### src/rtl/core/i2cbr_pkg.sv
// Package for the I2C bus recovery sequencer: phase codes, register indexes,
// configuration and result types, reset values. No dependencies.
`timescale 1ns / 1ps

package i2cbr_pkg;

  localparam int unsigned TimerW  = 16;
  localparam int unsigned CountW  = 8;
  localparam int unsigned CfgIdxW = 2;
  localparam int unsigned CfgDataW = 16;

  localparam logic [TimerW-1:0] HalfPeriodReset = 16'd5;
  localparam logic [CountW-1:0] ReqHighReset    = 8'd10;
  localparam logic [TimerW-1:0] SettleReset     = 16'd10000;
  localparam logic [CountW-1:0] CountMax        = 8'd255;

  typedef enum logic [3:0] {
    PH_IDLE    = 4'd0,
    PH_HOLD    = 4'd1,
    PH_UNLK_HI = 4'd2,
    PH_UNLK_LO = 4'd3,
    PH_STOP1_A = 4'd4,
    PH_STOP1_B = 4'd5,
    PH_CLK_HI  = 4'd6,
    PH_CLK_LO  = 4'd7,
    PH_STOP2_A = 4'd8,
    PH_STOP2_B = 4'd9,
    PH_STOP2_C = 4'd10,
    PH_SETTLE  = 4'd11,
    PH_READY   = 4'd12
  } phase_e;

  typedef enum logic [CfgIdxW-1:0] {
    CFG_HALF_PERIOD = 2'd0,
    CFG_REQ_HIGH    = 2'd1,
    CFG_SETTLE      = 2'd2
  } cfg_reg_e;

  typedef enum logic {
    OP_TICK  = 1'b0,
    OP_START = 1'b1
  } op_e;

  typedef struct packed {
    logic [TimerW-1:0] half_period;
    logic [CountW-1:0] req_high;
    logic [TimerW-1:0] settle;
  } cfg_t;

  typedef struct packed {
    logic scl_released;
    logic sda_released;
    logic pins_to_controller;
    logic busy;
    logic done;
  } result_t;

endpackage

### src/rtl/core/i2cbr_cfg_regs.sv
// Configuration registers of the I2C bus recovery sequencer.
// Depends on i2cbr_pkg.
`timescale 1ns / 1ps

module i2cbr_cfg_regs (
  input  logic                          clk_i,
  input  logic                          rst_ni,
  input  logic                          cfg_valid_i,
  input  logic [i2cbr_pkg::CfgIdxW-1:0] cfg_index_i,
  input  logic [i2cbr_pkg::CfgDataW-1:0] cfg_data_i,
  output i2cbr_pkg::cfg_t               cfg_o
);
  import i2cbr_pkg::*;

  cfg_t cfg_q, cfg_d;

  always_comb begin
    cfg_d = cfg_q;
    if (cfg_valid_i) begin
      unique case (cfg_index_i)
        CFG_HALF_PERIOD: cfg_d.half_period = cfg_data_i;
        CFG_REQ_HIGH:    cfg_d.req_high    = cfg_data_i[CountW-1:0];
        CFG_SETTLE:      cfg_d.settle      = cfg_data_i;
        default:         cfg_d             = cfg_q;
      endcase
    end
  end

  always_ff @(posedge clk_i or negedge rst_ni) begin
    if (!rst_ni) begin
      cfg_q.half_period <= HalfPeriodReset;
      cfg_q.req_high    <= ReqHighReset;
      cfg_q.settle      <= SettleReset;
    end else begin
      cfg_q <= cfg_d;
    end
  end

  assign cfg_o = cfg_q;

endmodule

### src/rtl/core/i2cbr_seq.sv
// Recovery phase machine: phase, step timer and high-run counter, with the
// next-state logic and pin/status decode for one beat. Depends on i2cbr_pkg.
`timescale 1ns / 1ps

module i2cbr_seq (
  input  logic               clk_i,
  input  logic               rst_ni,
  input  logic               advance_i,
  input  logic               op_i,
  input  logic               sda_level_i,
  input  i2cbr_pkg::cfg_t    cfg_i,
  output i2cbr_pkg::result_t result_o
);
  import i2cbr_pkg::*;

  phase_e            phase_q, phase_d;
  logic [TimerW-1:0] timer_q, timer_d;
  logic [CountW-1:0] run_q, run_d;
  logic [TimerW-1:0] timer_inc;
  logic [TimerW-1:0] limit;
  logic              step_end;
  logic [TimerW-1:0] timer_step;
  result_t           res;

  assign timer_inc  = timer_q + {{(TimerW-1){1'b0}}, 1'b1};
  assign limit      = (phase_q == PH_SETTLE) ? cfg_i.settle : cfg_i.half_period;
  assign step_end   = (timer_inc >= limit);
  assign timer_step = step_end ? '0 : timer_inc;

  always_comb begin
    phase_d  = phase_q;
    timer_d  = timer_q;
    run_d    = run_q;
    res.done = 1'b0;
    if (advance_i) begin
      if (op_i == OP_START) begin
        phase_d = PH_HOLD;
        timer_d = '0;
        run_d   = '0;
      end else begin
        unique case (phase_q)
          PH_HOLD, PH_UNLK_LO: begin
            timer_d = timer_step;
            if (step_end) begin
              phase_d = sda_level_i ? PH_STOP1_A : PH_UNLK_HI;
            end
          end
          PH_UNLK_HI: begin
            timer_d = timer_step;
            if (step_end) begin
              phase_d = PH_UNLK_LO;
            end
          end
          PH_STOP1_A: begin
            timer_d = timer_step;
            if (step_end) begin
              phase_d = PH_STOP1_B;
            end
          end
          PH_STOP1_B: begin
            timer_d = timer_step;
            if (step_end) begin
              phase_d = PH_CLK_HI;
            end
          end
          PH_CLK_HI: begin
            timer_d = timer_step;
            if (step_end) begin
              if (!sda_level_i) begin
                run_d = '0;
              end else if (run_q != CountMax) begin
                run_d = run_q + {{(CountW-1){1'b0}}, 1'b1};
              end
              phase_d = PH_CLK_LO;
            end
          end
          PH_CLK_LO: begin
            timer_d = timer_step;
            if (step_end) begin
              phase_d = (run_q >= cfg_i.req_high) ? PH_STOP2_A : PH_CLK_HI;
            end
          end
          PH_STOP2_A: begin
            timer_d = timer_step;
            if (step_end) begin
              phase_d = PH_STOP2_B;
            end
          end
          PH_STOP2_B: begin
            timer_d = timer_step;
            if (step_end) begin
              phase_d = PH_STOP2_C;
            end
          end
          PH_STOP2_C: begin
            timer_d = timer_step;
            if (step_end) begin
              phase_d = PH_SETTLE;
            end
          end
          PH_SETTLE: begin
            timer_d = timer_step;
            if (step_end) begin
              phase_d  = PH_READY;
              res.done = 1'b1;
            end
          end
          PH_READY: begin
            phase_d = PH_READY;
          end
          default: begin
            phase_d = PH_IDLE;
            timer_d = '0;
          end
        endcase
      end
    end

    res.scl_released       = 1'b1;
    res.sda_released       = 1'b1;
    res.pins_to_controller = 1'b0;
    res.busy               = 1'b1;
    unique case (phase_d)
      PH_HOLD, PH_UNLK_LO, PH_CLK_LO: res.scl_released = 1'b0;
      PH_STOP1_A, PH_STOP2_B:         res.sda_released = 1'b0;
      PH_STOP2_A: begin
        res.scl_released = 1'b0;
        res.sda_released = 1'b0;
      end
      PH_UNLK_HI, PH_STOP1_B, PH_CLK_HI, PH_STOP2_C: res.busy = 1'b1;
      PH_SETTLE: res.pins_to_controller = 1'b1;
      PH_READY: begin
        res.pins_to_controller = 1'b1;
        res.busy               = 1'b0;
      end
      default: res.busy = 1'b0;
    endcase
  end

  always_ff @(posedge clk_i or negedge rst_ni) begin
    if (!rst_ni) begin
      phase_q <= PH_IDLE;
      timer_q <= '0;
      run_q   <= '0;
    end else begin
      phase_q <= phase_d;
      timer_q <= timer_d;
      run_q   <= run_d;
    end
  end

  assign result_o = res;

  a_start_clears : assert property (@(posedge clk_i) disable iff (!rst_ni)
    (advance_i && op_i == OP_START) |=> (phase_q == PH_HOLD && timer_q == '0 && run_q == '0))
    else $error("start did not restart the sequence");

  a_ready_holds : assert property (@(posedge clk_i) disable iff (!rst_ni)
    (phase_q == PH_READY && !(advance_i && op_i == OP_START)) |=> (phase_q == PH_READY))
    else $error("finished sequence left its end phase without a start");

  a_done_ends_settle : assert property (@(posedge clk_i) disable iff (!rst_ni)
    res.done |-> (phase_q == PH_SETTLE && phase_d == PH_READY && advance_i))
    else $error("done raised outside the end of the settle wait");

  a_state_idle_hold : assert property (@(posedge clk_i) disable iff (!rst_ni)
    !advance_i |=> ($stable(phase_q) && $stable(timer_q) && $stable(run_q)))
    else $error("sequencer state moved without a beat");

endmodule

### src/rtl/core/i2c_bus_recovery_sequencer.sv
// I2C bus recovery sequencer. Each input beat is one time tick or a start
// command carrying an SDA sample, and it gives one result beat with the pin
// drive and status. One input beat is taken every clock cycle; its result is
// ready in the output register on the next cycle, and the only limit on the
// rate is that single output register, which takes a new beat whenever it is
// empty or being emptied in the same cycle. Configuration writes are
// registered and should be made only while no result is outstanding.
// Depends on i2cbr_pkg, i2cbr_cfg_regs and i2cbr_seq.
`timescale 1ns / 1ps

module i2c_bus_recovery_sequencer (
  input  logic                           clk_i,
  input  logic                           rst_ni,
  input  logic                           cfg_valid_i,
  output logic                           cfg_ready_o,
  input  logic [i2cbr_pkg::CfgIdxW-1:0]  cfg_index_i,
  input  logic [i2cbr_pkg::CfgDataW-1:0] cfg_data_i,
  input  logic                           in_valid_i,
  output logic                           in_ready_o,
  input  logic                           op_i,
  input  logic                           sda_level_i,
  output logic                           out_valid_o,
  input  logic                           out_ready_i,
  output logic                           scl_released_o,
  output logic                           sda_released_o,
  output logic                           pins_to_controller_o,
  output logic                           busy_res_o,
  output logic                           done_res_o
);
  import i2cbr_pkg::*;

  cfg_t    cfg;
  result_t res_d, res_q;
  logic    out_valid_q, out_valid_d;
  logic    accept;

  assign cfg_ready_o = 1'b1;

  i2cbr_cfg_regs u_cfg (
    .clk_i      (clk_i),
    .rst_ni     (rst_ni),
    .cfg_valid_i(cfg_valid_i),
    .cfg_index_i(cfg_index_i),
    .cfg_data_i (cfg_data_i),
    .cfg_o      (cfg)
  );

  assign in_ready_o = !out_valid_q || out_ready_i;
  assign accept     = in_valid_i && in_ready_o;

  i2cbr_seq u_seq (
    .clk_i      (clk_i),
    .rst_ni     (rst_ni),
    .advance_i  (accept),
    .op_i       (op_i),
    .sda_level_i(sda_level_i),
    .cfg_i      (cfg),
    .result_o   (res_d)
  );

  always_comb begin
    out_valid_d = out_valid_q;
    if (accept) begin
      out_valid_d = 1'b1;
    end else if (out_ready_i) begin
      out_valid_d = 1'b0;
    end
  end

  always_ff @(posedge clk_i or negedge rst_ni) begin
    if (!rst_ni) begin
      out_valid_q <= 1'b0;
    end else begin
      out_valid_q <= out_valid_d;
    end
  end

  always_ff @(posedge clk_i) begin
    if (accept) begin
      res_q <= res_d;
    end
  end

  assign out_valid_o          = out_valid_q;
  assign scl_released_o       = res_q.scl_released;
  assign sda_released_o       = res_q.sda_released;
  assign pins_to_controller_o = res_q.pins_to_controller;
  assign busy_res_o           = res_q.busy;
  assign done_res_o           = res_q.done;

endmodule

### config.mk
export PLATFORM = sky130hd
export DESIGN_NAME = i2c_bus_recovery_sequencer
export DESIGN_NICKNAME = d
export VERILOG_FILES = /design/src/rtl/core/i2cbr_pkg.sv /design/src/rtl/core/i2cbr_cfg_regs.sv /design/src/rtl/core/i2cbr_seq.sv /design/src/rtl/core/i2c_bus_recovery_sequencer.sv
export SDC_FILE = /design/constraint.sdc
export NUM_CORES = 1
export LEC_CHECK = 0
export BUFFER_PORTS_ARGS = -buffer_cell sky130_fd_sc_hd__buf_2
export CORE_UTILIZATION = 45
export DETAILED_ROUTE_END_ITERATION = 16
export SETUP_SLACK_MARGIN = 0.3
export SLEW_MARGIN = 30
export SYNTH_ARGS = -nofsm -noshare
export SYNTH_HDL_FRONTEND = slang
export SYNTH_SLANG_ARGS = --single-unit
export TNS_END_PERCENT = 1
### constraint.sdc
create_clock -name clk_i -period 4.6 [get_ports clk_i]
set_input_delay 0.46 -clock clk_i [delete_from_list [all_inputs] [get_ports clk_i]]
set_output_delay 0.46 -clock clk_i [all_outputs]
set_load 0.01 [all_outputs]
==> metrics.md, run 1 <==
| Metric | Value |
|---|---|
| CTS clk-pin slew, worst paths | `about 0.08 ns` |
| Max incr delay on CP | `0.43 ns` |
| Mean Syn Cell Area | `around 11 sq um` |
| Die W | `between 90 and 100 um` |
| CTS Sinks | `74` |
| Multi-input logic area | `~0.0023 sq mm` |
| Number of enable flip-flop cells after synthesis | `5` |
| Io pins | `33` |
| Critical path endpoint category | `flop` |
| Root Buffer | `clkbuf_8` |
| Final setup skew | `between 0.01 and 0.015 ns` |
| Top cell family by delay on the critical path | `simple AND/OR/NAND/NOR gates` |
| Count of final setup violators | `0` |
| Share of cells above drive strength 1 | `27.6%` |
| Post-Place Cells | `around 530` |
| CTS max path bufs | `2` |
| Register area | `about 0.0019 sq mm` |
| Die area | `~0.0099 sq mm` |
| Warnings from Yosys | `0` |
| Total CTS buffers | `9` |
| Core area | `0.00920 sq mm` |
| Most instantiated cells after synthesis | `60 x dfrtp_1, 41 x mux2_2, 41 x nand2_1` |
| Final WL | `about 8500 um` |
| Initial drt markers | `120` |
| Setup_tns | `0 ns` |
| Critical Path RT | `between 4 and 5 ns` |
| Synth Area in Adders | `around 7.6%` |
| Via/cell ratio | `~5.5` |
| Most instantiated library cell after synthesis | `dfrtp_1` |
| Syn nets | `about 450` |
| CP cell instances | `and3_1, nand3_1, nor2_1, and3_1, nand3_1, xnor2_1, ha_1, nand3_1, a21boi_0, nor4_4, nand3_4, a31o_1, o32a_4, clkinv_2, nor3b_1, o21a_1` |
| Worst Max-Slew Pin Slew | `a little under 0.9 ns` |
| Number of cell rows | `35` |
| Hold Violations, Final | `0` |
| Final std cells w/o fill | `roughly 540` |
| RSZ-0062 raised after global routing | `no` |
| Top_reg_cell synth | `dfrtp_1` |
| HPWL Detailed | `roughly 6200 um` |
| Initial Util | `46.4%` |
| CP Max Fanout | `8` |
| Crit path launch type | `flop` |
| DR pass1 iterations | `4` |
| Xor/xnor share of the synthesized area | `under 10%` |
| Synth Area in Simple Gates | `16.5%` |
| Antenna Nets Post-Route | `0` |
| Initial antenna violation count | `0` |
| Tot GR Track Use | `19.2%` |
| Worst path buffer plus inverter count | `1` |
| Clk_lat worst skew | `0.35 ns` |
| Pins Over Slew Limit | `0` |
| # nets final | `approximately 480` |
| Register bit count reported by yosys | `between 70 and 80` |
| Status | `complete, no violations` |
| CP arrival | `4.05 ns` |
| IO Port Bufs | `31` |
| Post-synthesis mux area share | `around 15%` |
| Post-CTS setup buffer count | `0` |
| CTS resizes | `0` |
| Die height | `99.4 um` |
| Post-synth top area share | `35.2%` |
| Max-Cap Viols | `0` |
| GR Overflow Total | `0` |
| Seq/Total Area, Yosys | `approximately 44%` |
| Synthesized instance count | `between 300 and 400` |
| Vias in the first global route | `~3k` |
| Leak Pwr | `roughly 2.3 nW` |
| Mapped Area | `between 0.004 and 0.005 sq mm` |
| H-tree depth | `3` |
| Area delta synth->final | `10.9%` |
| WS Path Type | `reg -> reg` |
| Fraction of registers with async set/reset | `between 90 and 100%` |
| Cell variety after synth | `63` |
| Post-route minimum period | `roughly 3.9 ns` |
| Hold Path Class | `in -> async` |
| Antenna diode count | `0` |
| Largest family of logic cells by synthesized area | `simple AND/OR/NAND/NOR gates` |
| DR vias | `between 2k and 3k` |
| GP Congestion | `0.920` |
| Synth area leader | `dfrtp_1` |
| TritonCTS clock tree | `built` |
| Final period utilization | `between 80% and 90%` |
| Number of remaining DRC errors | `0` |
| Fillers | `between 800 and 900` |
| CP max-delay cell | `dfrtp_1` |
| Rel. slew slack | `roughly two fifths` |
| Post-synthesis compound-gate area fraction | `11.4%` |
| Largest net degree at the start of global routing | `43` |
| Routed wire per std cell | `~16 um` |
| First-pass GRT wire length | `~15,000 um` |
| Most used cell, CP | `nand3_1` |
| Peak supply drop | `0.000198 V` |
| PwrDens | `around 330 mW/mm^2` |
| Largest cells by area after synthesis | `dfrtp_1 35%, mux2_2 11%, ha_1 7.6%` |
| Achievable Freq | `0.254 GHz` |
| Hold buffers post-CTS | `0` |
-- cells in the final DEF, fill, tap and decap left out, types with 3 or more instances in the layout --
cell type / instances
dfrtp_1: 60
nand2_1: 41
mux2_2: 41
buf_2: 31
ha_1: 26
o21ai_0: 24
nand2b_1: 21
nor2_1: 19
mux2i_1: 16
inv_1: 13
nand3_1: 12
and3_1: 10
a21oi_1: 10
clkbuf_8: 10
dfstp_2: 9
xnor2_1: 8
xor2_1: 6
edfxtp_1: 5
a31oi_1: 4
nor3b_1: 3
buf_4: 3
-- area by class of cell --
type / instances / area share [%]
clock buffers: 12 / 3.07
clock inverters: 4 / 1.11
inverters: 15 / 1.22
multi-input cells: 292 / 48.0
flip-flops and latches: 74 / 39.9
well taps: 111 / 2.94
repair buffers: 34 / 3.76
-- per-stage QoR --
stage | hold WS, ns | util (%) | worst slack (ns) | power, mW | instance area [sq um]
floorplan | 0.164 | - | 0.822 | 0.977 | 4270
global placement | 0.485 | 49.2 | 0.796 | 1.05 | 4530
detailed placement | 0.492 | 49.3 | 0.664 | 1.06 | 4530
CTS | 0.155 | 51.4 | 0.641 | 1.59 | 4730
global route | 0.180 | 51.4 | 0.322 | 1.66 | 4730
finish | 0.142 | 51.4 | 0.657 | 1.57 | 4730
-- final timing paths --
path | end | depth (start not counted) | from | slack (ns)
setup / recovery | pins_to_controller_o$_DFFE_PP_ | 16 | u_seq.timer_q[0]$_DFFE_PN0P_ | 0.66
hold / removal | u_seq.phase_q[2]$_DFF_PN0_ | 1 | rst_ni | 0.14
setup reg to reg | pins_to_controller_o$_DFFE_PP_ | 16 | u_seq.timer_q[0]$_DFFE_PN0P_ | 0.66
hold reg to reg | u_cfg.cfg_o[20]$_DFFE_PN0P_ | 1 | u_cfg.cfg_o[20]$_DFFE_PN0P_ | 0.51
max in group asynchronous | u_cfg.cfg_o[19]$_DFFE_PN1P_ | 2 | rst_ni | 3.44
min in group clk_i | out_valid_o$_DFFE_PN0P_ | 2 | in_valid_i | 0.32
-- metal layers --
metal / up-vias / track usage (%) / part of all wire (%)
met5: - / 0 / 0
met3: 7 / 4.85 / 3.4
met4: 0 / 5.09 / 0.95
li1: 1464 / - / -
met1: 1448 / 26.4 / 51
met2: 46 / 30.3 / 45
-- flip-flops by register name (all words and copies together) (netlist names) --
signal                flops
u_cfg.cfg_o              40
pins_to_controller_o      1
sda_released_o            1
u_seq.timer_q            16
u_seq.phase_q             4
out_valid_o               1
scl_released_o            1
u_seq.run_q               8
done_res_o                1
busy_res_o                1
-- cell families (layout without fill, tap and decap cells) --
| logic type | Yosys count | in the layout |
|---|---|---|
| compound gates | 65 | 65 |
| xor+xnor | 14 | 14 |
| fa+ha+maj | 26 | 26 |
| buf+inv | 29 | 65 |
| flops | 74 | 74 |
| mux | 57 | 57 |
| other cells | 1 | 1 |
| simple gates | 129 | 129 |
-- where the power goes --
part           total, mW  switching, mW  leakage [nW]  internal [mW]
Sequential         0.781         0.0394         0.898          0.742
Combinational      0.265          0.133          1.28          0.132
Clock              0.519          0.251         0.101          0.268
Note: power is estimated with default switching activity, not from simulation.
==> inputs of run 2 (changes only) <==
SYNTH_HIERARCHICAL = 1   (was unset)
==> metrics.md, run 2 <==
| Metric | Value |
|---|---|
| Setup WS post-layout | `0.560 ns (-0.0968 ns)` |
| GR Overflow Total | `0 (unchanged)` |
| Mean Syn Cell Area | `10.6 sq um (-1.6%)` |
| Area delta synth->final | `12.0%` |
| HPWL Detailed | `5850 um (-5.2%)` |
| WS Path Type | `reg -> reg` |
| Leak Pwr | `2.26 nW (-0.97%)` |
| Warnings from Yosys | `6 (+6)` |
| Antenna diode count | `0 (unchanged)` |
| Hold Path Class | `in -> async` |
| Largest cells by area after synthesis | `dfrtp_1 35%, mux2_2 11%, ha_1 7.6%` |
| Worst hold slack | `0.178 ns (+0.0360 ns)` |
| Clk_lat worst skew | `0.36 ns (about the same)` |
| Commonest non-fill, non-tap cell in the layout | `dfrtp_1` |
| Die height | `99.7 um (+0.33%)` |
| CTS max path bufs | `2 (unchanged)` |
| DR pass1 iterations | `4 (unchanged)` |
| Register bit count reported by yosys | `74 (unchanged)` |
| Total CTS buffers | `9 (unchanged)` |
| Io pins | `33 (unchanged)` |
| Multi-input logic area | `0.00232 sq mm (+2.3%)` |
| Design Power | `1.58 mW (+0.67%)` |
| CP Max Fanout | `12 (+4)` |
| Number of cell rows | `35 (unchanged)` |
| Post-route minimum period | `4.04 ns (+0.0968 ns)` |
| Largest net degree at the start of global routing | `37 (-14%)` |
| Post-Place Cells | `553 (+5.1%)` |
| Max incr delay on CP | `0.49 ns (+0.06 ns)` |
| Via/cell ratio | `5.31 (-3.0%)` |
| Max-Cap Viols | `0 (unchanged)` |
| Fraction of registers with async set/reset | `93.2% (unchanged)` |
| CTS resizes | `0 (unchanged)` |
| Number of enable flip-flop cells after synthesis | `5 (unchanged)` |
| Count of final setup violators | `0 (unchanged)` |
| PwrDens | `328 mW/mm^2 (-1.0%)` |
| Util after Layout | `52.1% (+0.62 points)` |
| Top_reg_cell synth | `dfrtp_1` |
| Peak supply drop | `0.000239 V (+21%)` |
| Die W | `99.7 um (+0.33%)` |
| Synth area leader | `dfrtp_1` |
| Post-route cell area | `0.00481 sq mm (+1.7%)` |
| Routed wire per std cell | `14.6 um (-6.9%)` |
| Commonest non-fill, non-tap cells in the layout | `59 x dfrtp_1, 41 x mux2_2, 41 x nand2_1` |
| Most used cell, CP | `and3_1` |
| Critical path endpoint category | `flop` |
| Number of remaining DRC errors | `0 (unchanged)` |
| Initial drt markers | `114 (-5.0%)` |
| H-tree depth | `3 (unchanged)` |
| Root Buffer | `clkbuf_8` |
| Final period utilization | `87.8% (+2.1 points)` |
| Max FFs per register | `40 (unchanged)` |
| R2R setup slack | `0.56 ns (-0.10 ns)` |
| Final WL | `8320 um (-2.2%)` |
| TritonCTS clock tree | `built` |
| CTS Sinks | `74 (unchanged)` |
| Crit path launch type | `flop` |
| Die area | `0.00994 sq mm (+0.67%)` |
| Tot GR Track Use | `17.9% (-1.3 points)` |
| Antenna Nets Post-Route | `0 (unchanged)` |
| DR vias | `3,019 (+1.8%)` |
| Rel. slew slack | `43.3% (+3.0 points)` |
| CP cell instances | `and3_1, nand3_1, nor2_4, and3_1, and3_1, nand3_1, xnor2_1, ha_1, nand4_2, nor3_4, o311ai_4, and3_2, nor3_1, o21ai_1, buf_4, or4_1, o21ai_0` |
| RSZ-0062 raised after global routing | `no` |
| Seq/Total Area, Yosys | `44.0% (-0.30 points)` |
| Final setup skew | `0.0146 ns (-0.000161 ns)` |
| First-pass GRT wire length | `13,800 um (-5.8%)` |
| Worst Max-Slew Pin Slew | `0.850 ns (-0.0438 ns)` |
| Syn nets | `455 (+2.0%)` |
| Fillers | `859 (+2.6%)` |
| Initial antenna violation count | `0 (unchanged)` |
| Worst R2R End | `u_seq/run_q[5]$_DFFE_PN0P_` |
| CP max-delay cell | `or4_1` |
| Pins Over Slew Limit | `0 (unchanged)` |
| Vias in the first global route | `2,829 (-4.7%)` |
| Initial Util | `46.5% (+0.092 points)` |
| Register area | `0.00189 sq mm (about the same)` |
| Post-CTS setup buffer count | `0 (unchanged)` |
| Final std cells w/o fill | `569 (+5.0%)` |
| Most instantiated library cell after synthesis | `dfrtp_1` |
| R2R Path Start | `u_seq/timer_q[0]$_DFFE_PN0P_` |
| Status | `complete, no violations` |
| CTS clk-pin slew, worst paths | `0.09 ns (about the same)` |
| GP Congestion | `0.826 (-10%)` |
| # nets final | `486 (+1.9%)` |
| Setup_tns | `0 ns (unchanged)` |
| Hold Violations, Final | `0 (unchanged)` |
| Reg2reg path depth | `17 (+1)` |
| Cell variety after synth | `57 (-9.5%)` |
| Achievable Freq | `0.248 GHz (-2.4%)` |
| Most instantiated cells after synthesis | `60 x dfrtp_1, 41 x mux2_2, 41 x nand2_1` |
| Mapped Area | `0.00430 sq mm (+0.67%)` |
| Hold buffers post-CTS | `0 (unchanged)` |
| Share of cells above drive strength 1 | `27.7% (+0.12 points)` |
| Post-Place Setup Slack | `0.448 ns (-0.216 ns)` |
| Post-synth top area share | `35.0% (-0.24 points)` |
| Post-DP Area | `0.00457 sq mm (+0.80%)` |
| Critical Path RT | `4.88 ns (+0.17 ns)` |
| Core area | `0.00924 sq mm (+0.48%)` |
| IO Port Bufs | `31 (unchanged)` |
| CP arrival | `4.32 ns (+0.27 ns)` |
| Synthesized instance count | `404 (+2.3%)` |
run 2: cell count changes after synthesis, sizes merged, moves of 3 or more:
cell / previous run / this run
a31o: 3 / 0
nor2b: 3 / 8
a21oi: 10 / 13
o21ai: 26 / 35
nand3: 13 / 10
nand4: 1 / 5
run 2: worst max path at each step:
stage | cells past startpoint | endpoint | from | slack (ns)
after floorplan | 17 | scl_released_o$_DFFE_PP_ | u_seq/timer_q[0]$_DFFE_PN0P_ | 0.73
after global routing | 17 | u_seq/run_q[5]$_DFFE_PN0P_ | u_seq/timer_q[0]$_DFFE_PN0P_ | 0.33
after global placement | 17 | u_seq/run_q[5]$_DFFE_PN0P_ | u_seq/timer_q[0]$_DFFE_PN0P_ | 0.52
final | 17 | u_seq/run_q[5]$_DFFE_PN0P_ | u_seq/timer_q[0]$_DFFE_PN0P_ | 0.56
after CTS | 16 | scl_released_o$_DFFE_PP_ | u_seq/timer_q[0]$_DFFE_PN0P_ | 0.42
after detailed placement | 16 | scl_released_o$_DFFE_PP_ | u_seq/timer_q[0]$_DFFE_PN0P_ | 0.45
run 2: cells by family (layout without fill, tap and decap cells):
| logic type | Yosys count | count (layout) | share of synthesized area, % |
|---|---|---|---|
| mux | 57 | 57 | 14.5 |
| compound gates | 67 | 67 | 10.2 |
| flops | 74 | 74 | 44.0 |
| fa+ha+maj | 26 | 26 | 7.57 |
| other cells | 1 | 1 | 0.0873 |
| simple gates | 137 | 137 | 17.8 |
| xor+xnor | 14 | 14 | 2.85 |
| buf+inv | 28 | 64 | 3.12 |
run 2: report_power, final:
group | total [mW] | internal (mW) | switching [mW] | leakage (nW)
sequential | 0.789 | 0.745 | 0.0439 | 0.895
combinational | 0.266 | 0.130 | 0.136 | 1.26
clock | 0.520 | 0.257 | 0.264 | 0.0975
run 2: worst max-delay path, delay by kind of cell (launching register included):
kind                       cells  cell delay [ns]
xor gates and xnor gates       1             0.15
and+or+nand+nor               11             2.60
DFF                            1             0.41
buffers and inverters          1             0.18
adders and majority gates      1             0.32
AOI/OAI and AO/OA              3             0.32
run 2: final cells by class:
cell class	count	share of cell area [%]
Multi-Input combinational cell	302	48.3
Clock buffer	10	2.65
Inverter	12	0.937
Sequential cell	74	39.3
Clock inverter	6	1.51
Timing Repair Buffer	36	4.01
Tap cell	129	3.36
run 2: routing by layer:
metal | vias up | routed length, um | GRT usage, %
met2 | 50 | 3710 | 27.1
met1 | 1447 | 4180 | 25.9
met5 | - | 0 | 0
met3 | 11 | 308 | 2.88
li1 | 1511 | - | -
met4 | 0 | 123 | 6.45
